$ cat src/rtl/core/cpu_alu_with_flags_assert.svh
// assertion macros for the cpu alu block
// no dependencies; included by the modules that check their own logic
`ifndef CPU_ALU_WITH_FLAGS_ASSERT_SVH
`define CPU_ALU_WITH_FLAGS_ASSERT_SVH

`ifndef SYNTH
`define CALU_ASSERT_NOW(label, clk, rst_n, expr) \
  label: assert property (@(posedge clk) disable iff (!rst_n) (expr)) \
    else $error("calu check failed");
`define CALU_ASSERT_NEXT(label, clk, rst_n, ante, cons) \
  label: assert property (@(posedge clk) disable iff (!rst_n) (ante) |=> (cons)) \
    else $error("calu check failed");
`else
`define CALU_ASSERT_NOW(label, clk, rst_n, expr)
`define CALU_ASSERT_NEXT(label, clk, rst_n, ante, cons)
`endif

`endif

$ cat src/rtl/core/calu_pkg.sv
// shared types and operation codes for the cpu alu block
// no dependencies
package calu_pkg;

  localparam int unsigned CmdW  = 5;
  localparam int unsigned ByteW = 8;
  localparam int unsigned WordW = 16;

  typedef enum logic [CmdW-1:0] {
    CMD_ADD    = 5'd0,
    CMD_ADC    = 5'd1,
    CMD_SUB    = 5'd2,
    CMD_SBC    = 5'd3,
    CMD_AND    = 5'd4,
    CMD_OR     = 5'd5,
    CMD_XOR    = 5'd6,
    CMD_CP     = 5'd7,
    CMD_INC    = 5'd8,
    CMD_DEC    = 5'd9,
    CMD_CPL    = 5'd10,
    CMD_CCF    = 5'd11,
    CMD_SCF    = 5'd12,
    CMD_ADD16  = 5'd13,
    CMD_ADDSP  = 5'd14,
    CMD_INC16  = 5'd15,
    CMD_DEC16  = 5'd16,
    CMD_LOAD_A = 5'd17
  } cmd_e;

  typedef struct packed {
    logic z;
    logic n;
    logic h;
    logic c;
  } flags_t;

  typedef struct packed {
    logic [ByteW-1:0] byte_res;
    logic [WordW-1:0] word_res;
    logic [ByteW-1:0] acc;
    flags_t           flags;
  } exec_res_t;

endpackage

$ cat src/rtl/core/calu_exec.sv
// combinational execute logic: one operation against accumulator and flags
// depends on calu_pkg
module calu_exec import calu_pkg::*; (
  input  logic [CmdW-1:0]  cmd_i,
  input  logic [ByteW-1:0] operand_i,
  input  logic [WordW-1:0] base_word_i,
  input  logic [WordW-1:0] addend_word_i,
  input  logic [ByteW-1:0] acc_i,
  input  flags_t           flags_i,
  output exec_res_t        res_o
);

  logic             cin;
  logic             use_cin;
  logic [ByteW:0]   add_sum;
  logic [4:0]       add_half;
  logic [ByteW:0]   sub_diff;
  logic [4:0]       sub_half;
  logic [WordW:0]   w_sum;
  logic [12:0]      w_half;
  logic [WordW-1:0] sp_sum;
  logic [ByteW:0]   sp_low;
  logic [4:0]       sp_half;
  logic [ByteW-1:0] inc_val;
  logic [ByteW-1:0] dec_val;

  assign use_cin  = (cmd_i == CMD_ADC) || (cmd_i == CMD_SBC);
  assign cin      = flags_i.c & use_cin;
  assign add_sum  = {1'b0, acc_i} + {1'b0, operand_i} + {8'd0, cin};
  assign add_half = {1'b0, acc_i[3:0]} + {1'b0, operand_i[3:0]} + {4'd0, cin};
  assign sub_diff = {1'b0, acc_i} - {1'b0, operand_i} - {8'd0, cin};
  assign sub_half = {1'b0, acc_i[3:0]} - {1'b0, operand_i[3:0]} - {4'd0, cin};
  assign w_sum    = {1'b0, base_word_i} + {1'b0, addend_word_i};
  assign w_half   = {1'b0, base_word_i[11:0]} + {1'b0, addend_word_i[11:0]};
  assign sp_sum   = base_word_i + {{8{operand_i[7]}}, operand_i};
  assign sp_low   = {1'b0, base_word_i[7:0]} + {1'b0, operand_i};
  assign sp_half  = {1'b0, base_word_i[3:0]} + {1'b0, operand_i[3:0]};
  assign inc_val  = operand_i + 8'd1;
  assign dec_val  = operand_i - 8'd1;

  always_comb begin
    res_o.byte_res = '0;
    res_o.word_res = '0;
    res_o.acc      = acc_i;
    res_o.flags    = flags_i;
    unique case (cmd_i)
      CMD_ADD, CMD_ADC: begin
        res_o.byte_res = add_sum[ByteW-1:0];
        res_o.acc      = add_sum[ByteW-1:0];
        res_o.flags    = '{z: (add_sum[ByteW-1:0] == '0), n: 1'b0,
                           h: add_half[4], c: add_sum[ByteW]};
      end
      CMD_SUB, CMD_SBC, CMD_CP: begin
        res_o.byte_res = sub_diff[ByteW-1:0];
        if (cmd_i != CMD_CP) begin
          res_o.acc = sub_diff[ByteW-1:0];
        end
        res_o.flags    = '{z: (sub_diff[ByteW-1:0] == '0), n: 1'b1,
                           h: sub_half[4], c: sub_diff[ByteW]};
      end
      CMD_AND: begin
        res_o.byte_res = acc_i & operand_i;
        res_o.acc      = acc_i & operand_i;
        res_o.flags    = '{z: ((acc_i & operand_i) == '0), n: 1'b0, h: 1'b1, c: 1'b0};
      end
      CMD_OR: begin
        res_o.byte_res = acc_i | operand_i;
        res_o.acc      = acc_i | operand_i;
        res_o.flags    = '{z: ((acc_i | operand_i) == '0), n: 1'b0, h: 1'b0, c: 1'b0};
      end
      CMD_XOR: begin
        res_o.byte_res = acc_i ^ operand_i;
        res_o.acc      = acc_i ^ operand_i;
        res_o.flags    = '{z: ((acc_i ^ operand_i) == '0), n: 1'b0, h: 1'b0, c: 1'b0};
      end
      CMD_INC: begin
        res_o.byte_res = inc_val;
        res_o.flags    = '{z: (inc_val == '0), n: 1'b0,
                           h: (operand_i[3:0] == 4'hF), c: flags_i.c};
      end
      CMD_DEC: begin
        res_o.byte_res = dec_val;
        res_o.flags    = '{z: (dec_val == '0), n: 1'b1,
                           h: (operand_i[3:0] == 4'h0), c: flags_i.c};
      end
      CMD_CPL: begin
        res_o.byte_res = ~acc_i;
        res_o.acc      = ~acc_i;
        res_o.flags    = '{z: flags_i.z, n: 1'b1, h: 1'b1, c: flags_i.c};
      end
      CMD_CCF: begin
        res_o.flags = '{z: flags_i.z, n: 1'b0, h: 1'b0, c: ~flags_i.c};
      end
      CMD_SCF: begin
        res_o.flags = '{z: flags_i.z, n: 1'b0, h: 1'b0, c: 1'b1};
      end
      CMD_ADD16: begin
        res_o.word_res = w_sum[WordW-1:0];
        res_o.flags    = '{z: flags_i.z, n: 1'b0, h: w_half[12], c: w_sum[WordW]};
      end
      CMD_ADDSP: begin
        res_o.word_res = sp_sum;
        res_o.flags    = '{z: 1'b0, n: 1'b0, h: sp_half[4], c: sp_low[ByteW]};
      end
      CMD_INC16: begin
        res_o.word_res = base_word_i + 16'd1;
      end
      CMD_DEC16: begin
        res_o.word_res = base_word_i - 16'd1;
      end
      CMD_LOAD_A: begin
        res_o.byte_res = operand_i;
        res_o.acc      = operand_i;
      end
      default: begin
        res_o.byte_res = '0;
      end
    endcase
  end

endmodule

$ cat src/rtl/core/cpu_alu_with_flags.sv
// 8-bit cpu alu with accumulator and z/n/h/c flags
// depends on calu_pkg, calu_exec and cpu_alu_with_flags_assert.svh
//
// usage: one input channel (in_valid_i / in_stall_o) carries a command code,
// an 8-bit operand and two 16-bit words; one output channel
// (out_valid_o / out_stall_i) returns the byte result, word result and the
// accumulator and flags after the operation. a beat moves when valid is high
// and stall is low.
// an accepted beat goes through the input register, then execute logic into
// the result register. throughput: one beat per cycle while out_stall_i is low;
// the accumulator and flag feedback closes inside the execute stage.
// reset: accumulator and flags clear to zero, both stages empty.
// when the receiver stalls, the result register holds; one more beat waits
// in the input register, after which in_stall_o rises until the output drains.
module cpu_alu_with_flags import calu_pkg::*; (
  input  logic             clk_i,
  input  logic             rst_ni,
  input  logic             in_valid_i,
  output logic             in_stall_o,
  input  logic [CmdW-1:0]  cmd_i,
  input  logic [ByteW-1:0] operand_i,
  input  logic [WordW-1:0] base_word_i,
  input  logic [WordW-1:0] addend_word_i,
  output logic             out_valid_o,
  input  logic             out_stall_i,
  output logic [ByteW-1:0] byte_result_o,
  output logic [WordW-1:0] word_result_o,
  output logic [ByteW-1:0] accumulator_o,
  output logic [3:0]       flag_bits_o
);

  `include "cpu_alu_with_flags_assert.svh"

  logic             in_valid_q;
  logic [CmdW-1:0]  cmd_q;
  logic [ByteW-1:0] operand_q;
  logic [WordW-1:0] base_q;
  logic [WordW-1:0] addend_q;
  logic             out_valid_q;
  exec_res_t        out_q;
  logic [ByteW-1:0] acc_q;
  flags_t           flags_q;
  exec_res_t        exec_res;
  logic             out_free;
  logic             fire;
  logic             in_accept;

  assign out_free   = !out_valid_q || !out_stall_i;
  assign fire       = in_valid_q && out_free;
  assign in_stall_o = in_valid_q && !out_free;
  assign in_accept  = in_valid_i && !in_stall_o;

  calu_exec u_exec (
    .cmd_i         (cmd_q),
    .operand_i     (operand_q),
    .base_word_i   (base_q),
    .addend_word_i (addend_q),
    .acc_i         (acc_q),
    .flags_i       (flags_q),
    .res_o         (exec_res)
  );

  always_ff @(posedge clk_i or negedge rst_ni) begin
    if (!rst_ni) begin
      in_valid_q  <= 1'b0;
      out_valid_q <= 1'b0;
      acc_q       <= '0;
      flags_q     <= '0;
    end else begin
      if (!in_stall_o) begin
        in_valid_q <= in_valid_i;
      end
      if (out_free) begin
        out_valid_q <= in_valid_q;
      end
      if (fire) begin
        acc_q   <= exec_res.acc;
        flags_q <= exec_res.flags;
      end
    end
  end

  always_ff @(posedge clk_i) begin
    if (in_accept) begin
      cmd_q     <= cmd_i;
      operand_q <= operand_i;
      base_q    <= base_word_i;
      addend_q  <= addend_word_i;
    end
    if (fire) begin
      out_q <= exec_res;
    end
  end

  assign out_valid_o   = out_valid_q;
  assign byte_result_o = out_q.byte_res;
  assign word_result_o = out_q.word_res;
  assign accumulator_o = out_q.acc;
  assign flag_bits_o   = out_q.flags;

  `CALU_ASSERT_NEXT(a_state_hold, clk_i, rst_ni, !fire, $stable(acc_q) && $stable(flags_q))
  `CALU_ASSERT_NOW(a_out_matches_state, clk_i, rst_ni,
    !out_valid_q || ((out_q.acc == acc_q) && (out_q.flags == flags_q)))
  `CALU_ASSERT_NEXT(a_fire_fills_out, clk_i, rst_ni, fire, out_valid_q)
  `CALU_ASSERT_NEXT(a_stage_kept, clk_i, rst_ni, in_valid_q && !out_free, in_valid_q)

endmodule

$ cat config.mk
export PLATFORM = sky130hd
export DESIGN_NAME = cpu_alu_with_flags
export DESIGN_NICKNAME = d
export VERILOG_FILES = /design/src/rtl/core/calu_pkg.sv /design/src/rtl/core/calu_exec.sv /design/src/rtl/core/cpu_alu_with_flags.sv
export VERILOG_INCLUDE_DIRS = /design/src /design/src/rtl/core
export SDC_FILE = /design/constraint.sdc
export NUM_CORES = 1
export LEC_CHECK = 0
export BUFFER_PORTS_ARGS = -buffer_cell sky130_fd_sc_hd__buf_2
export CAP_MARGIN = 5
export CORE_ASPECT_RATIO = 1.5
export CORE_MARGIN = 1.5
export CORE_UTILIZATION = 54
export DETAILED_ROUTE_END_ITERATION = 6
export GPL_ROUTABILITY_DRIVEN = 1
export HOLD_SLACK_MARGIN = 0.08
export MAX_ROUTING_LAYER = met4
export PLACE_DENSITY = 0.77
export SYNTH_ARGS = -nofsm -noshare
export SYNTH_HDL_FRONTEND = slang
export SYNTH_SLANG_ARGS = --single-unit
export TNS_END_PERCENT = 50
$ cat constraint.sdc
create_clock -name clk_i -period 3.5 [get_ports clk_i]
set_input_delay 0.525 -clock clk_i [delete_from_list [all_inputs] [get_ports clk_i]]
set_output_delay 0.525 -clock clk_i [all_outputs]
set_load 0.01 [all_outputs]
==> impl_results.md <==
* Critical path's most frequent cell: buf_4
* Setup WS pre-CTS at 10.0 ps
* Hold WS at 115 ps
* Fill cells at 1097
* Switching Fraction at 37.5%
* DRC at 0
* Share of power burned in combinational logic at 43.2%
* Antenna Nets Post-Route at 0
* Seq/Total Area, Yosys at 39.3%
* Hold Crit Class: in -> async
* CTS Sinks at 95
* Setup Crit Path Kind: reg -> reg
* DRT Wirelength at 21100 um
* CP endpoint kind: register
* Yosys top cell area share at 34.3%
* Largest net degree at the start of global routing at 46
* Synth Instances at 716
* Bufs on Longest Clock Path at 2
* Initial antenna violation count at 0
* Leading cell types by total area after synthesis: edfxtp_1 (34%), ha_1 (13%), dfrtp_1 (4.9%)
* Sequential share of power at 35.0%
* Synth unique cells at 68
* # rows at 51
* Core ar. at 0.0129 mm2
* Ys Warns at 0
* Mapped cell area at 0.00708 mm2
* LEAKAGE at 3.51 nW
* Nets at 961
* Die Wd at 96.5 um
* Port bufs at 86
* Worst-Margin Slew at 1010 ps
* Grt ovf at 0
* R2r setup slk at 130 ps
* DP HPWL at 16700 um
* CP Launch Type: register
* Data required time at the worst endpoint at 3550 ps
* Period utilization at 96.4%
* Routed len/inst at 21.2 um
* Sw Pwr at 1.64 mW
* Max-slew violation count at 0
* First-pass GRT wire length at 32800 um
* CP max-delay cell: edfxtp_1
* Hold_buf cts at 0
* Fmax at 296 MHz
* Layout Skew at 13.1 ps
* Async S/R FF share, synth at 14.7%
* Gr usage total at 32.8%
* Syn Nets at 844
* TritonRoute pass-1 iters at 5
* Synthesized flop and latch total at 95
* Yosys top cell by area: edfxtp_1
* Initial core utilization at 54.9%
* Die area at 0.0138 mm2
* Setup TNS at 0 ps
* Die Y at 143 um
* CTS Buf Count at 9
* Crit path DAT at 3420 ps
* Status: completed
* ANT cells at 0
* Final hold vios at 0
* Final Util at 64.2%
* Depth of the CTS H-tree at 3
* Max-Cap Viols at 0
* Power per cell area at 527 mW/mm2
* Clk pin slew, worst setup/hold paths at 80 ps
* I/O pins at 87
* Layout cells sized above 1 at 21.6%
* Most used DFF post-synth: edfxtp_1
* Worst Path Max Fanout at 15
* Post-synth EDFFs at 81
* Later-pin clock latency in the skew report at 350 ps
* Clock Root Buffer: clkbuf_16
* Area delta synth->final at 16.9%
* Vias in the first global route at 6367
* Crit-path cells: buf_4 -> nor3_1 -> buf_4 -> a21o_1 -> inv_1 -> ha_1 -> nor2b_1 -> o21ai_0 -> a21oi_1 -> nor2_1 -> o31ai_1 -> xnor2_1 -> o22ai_1
* RSZ-0062 raised after global routing: yes
* Critical path's largest stage delay at 460 ps
* Slew HR at 33.0%
* Vias at 6278
* Clk pwr share at 21.8%
* Post-route worst setup slack at 126 ps
* Internal Pwr Total at 2.72 mW
* Fin crit period at 3370 ps
* Drt via density at 6.30
* 1st-iter DRT viols at 505
* Setup violations, final at 0
* CTS tree: built
* Worst ir drop on vdd at 0.375 mV
* Final GP Congestion at 1.05
* Syn_area_per_cell at 9.89 um2
[metal layers]
metal	GRT usage, %	vias to the layer above	share of wire (%)
li1	-	2938	-
met1	34.3	3033	36
met2	58.4	235	54
met3	4.42	72	4.0
met4	16.7	0	5.3
met5	-	-	0
[critical path: cells and delay by family (launching register included)]
family | cells | cell delay, ps
AO/OA/AOI/OAI | 5 | 1110
XOR/XNOR | 1 | 210
adder cells (fa/ha/maj) | 1 | 260
buffers and inverters | 3 | 530
flip-flops | 1 | 460
AND/OR/NAND/NOR | 3 | 510
[flip-flops by register name, indices dropped and copies added (netlist names)]
signal	cells
acc_q	8
accumulator_o	8
addend_q	16
base_q	16
byte_result_o	8
cmd_q	5
flag_bits_o	4
flags_q	4
in_valid_q	1
operand_q	8
out_valid_o	1
word_result_o	16
[area by class of cell]
cell class,count,area [um2],share of cell area [%]
Clock buffer,11,243,2.93
Timing Repair Buffer,134,791,9.55
Multi-Input combinational cell,555,4080,49.3
Sequential cell,95,2780,33.6
Tap cell,159,199,2.40
Clock inverter,5,41.3,0.499
Inverter,38,143,1.72
[metrics by stage]
step | instances | cell area, um2 | power [mW]
after floorplan | 716 | 7100 | 2.79
after global placement | 981 | 7970 | 3.35
after detailed placement | 981 | 7970 | 3.38
after CTS | 997 | 8250 | 4.33
after global routing | 997 | 8280 | 4.60
final | 997 | 8280 | 4.36
[cell families (layout without fill, tap and decap cells)]
kind of cell / Yosys count / count (layout) / synth area share (%)
simple gates: 203 / 203 / 14.8
compound gates: 217 / 217 / 20.2
mux: 11 / 11 / 1.73
xor+xnor: 45 / 45 / 5.57
buf+inv: 66 / 188 / 3.76
fa+ha+maj: 79 / 79 / 14.6
flops: 95 / 95 / 39.3
[final timing paths]
| check | from | end | cells past startpoint |
|---|---|---|---|
| hold / removal | rst_ni | flags_q[3]$_DFFE_PN0P_ | 1 |
| min in group clk_i | operand_i[7] | operand_q[7]$_DFFE_PP_ | 1 |
| setup reg to reg | cmd_q[4]$_DFFE_PP_ | word_result_o[9]$_DFFE_PP_ | 13 |
| max in group asynchronous | rst_ni | acc_q[1]$_DFFE_PN0P_ | 1 |
| setup / recovery | cmd_q[4]$_DFFE_PP_ | word_result_o[9]$_DFFE_PP_ | 13 |
| hold reg to reg | in_valid_q$_DFFE_PN0N_ | out_valid_o$_DFFE_PN0N_ | 1 |
[cell usage in the layout (no fill, tap or decap), types with 7 or more instances in the layout]
cell type	count
buf_2	86
edfxtp_1	81
ha_1	72
a21oi_1	60
buf_4	48
nor2_1	46
nand2_1	44
inv_1	37
xnor2_1	27
o21ai_0	26
o22ai_1	21
xor2_1	18
nor3_1	17
dfrtp_1	14
nand3_1	12
a21o_1	12
nand2b_1	12
nor2b_1	11
or4_1	9
o21a_1	9
mux2_2	9
clkbuf_16	9
and3_1	8
a31oi_1	8
o211ai_1	8
or3_1	7
a221o_1	7
[repair_timing]
| item | CTS | global route |
|---|---|---|
| endpoints found under the hold margin | 0 | 0 |
| resized for setup | 0 | 9 |
| endpoints found under the setup margin | 0 | 17 |
| setup buffers | 0 | 0 |
[cells in the mapped netlist, drive strengths merged (3+ instances only)]
cell,number
nand4b,3
o31ai,3
nor4,6
inv,38
edfxtp,81
nor3,19
o2111ai,3
a221oi,5
a211o,4
a21oi,62
a41oi,3
nand3,12
a221o,7
o22ai,21
or3,8
o211ai,8
a31oi,8
a211oi,5
mux2,10
nor2,47
xnor2,27
ha,73
a21o,12
fa,6
nor2b,12
o22a,4
or2,6
or4,9
and3,8
a22oi,6
buf,6
o21bai,6
a2111oi,4
nand2,45
o21a,9
clkbuf,22
xor2,18
and2,5
nand4,6
dfrtp,14
nand2b,12
o21ai,29
[power by group through the flow]
stage / registers (mW) / clock network (mW) / logic [mW]
final: 1.53 / 0.949 / 1.88
after floorplan: 1.55 / 0 / 1.24
after global placement: 1.55 / 0 / 1.80
after detailed placement: 1.55 / 0 / 1.83
after CTS: 1.53 / 0.957 / 1.84
after global routing: 1.55 / 0.991 / 2.06
No activity file was read; power rests on OpenSTA's default activity.
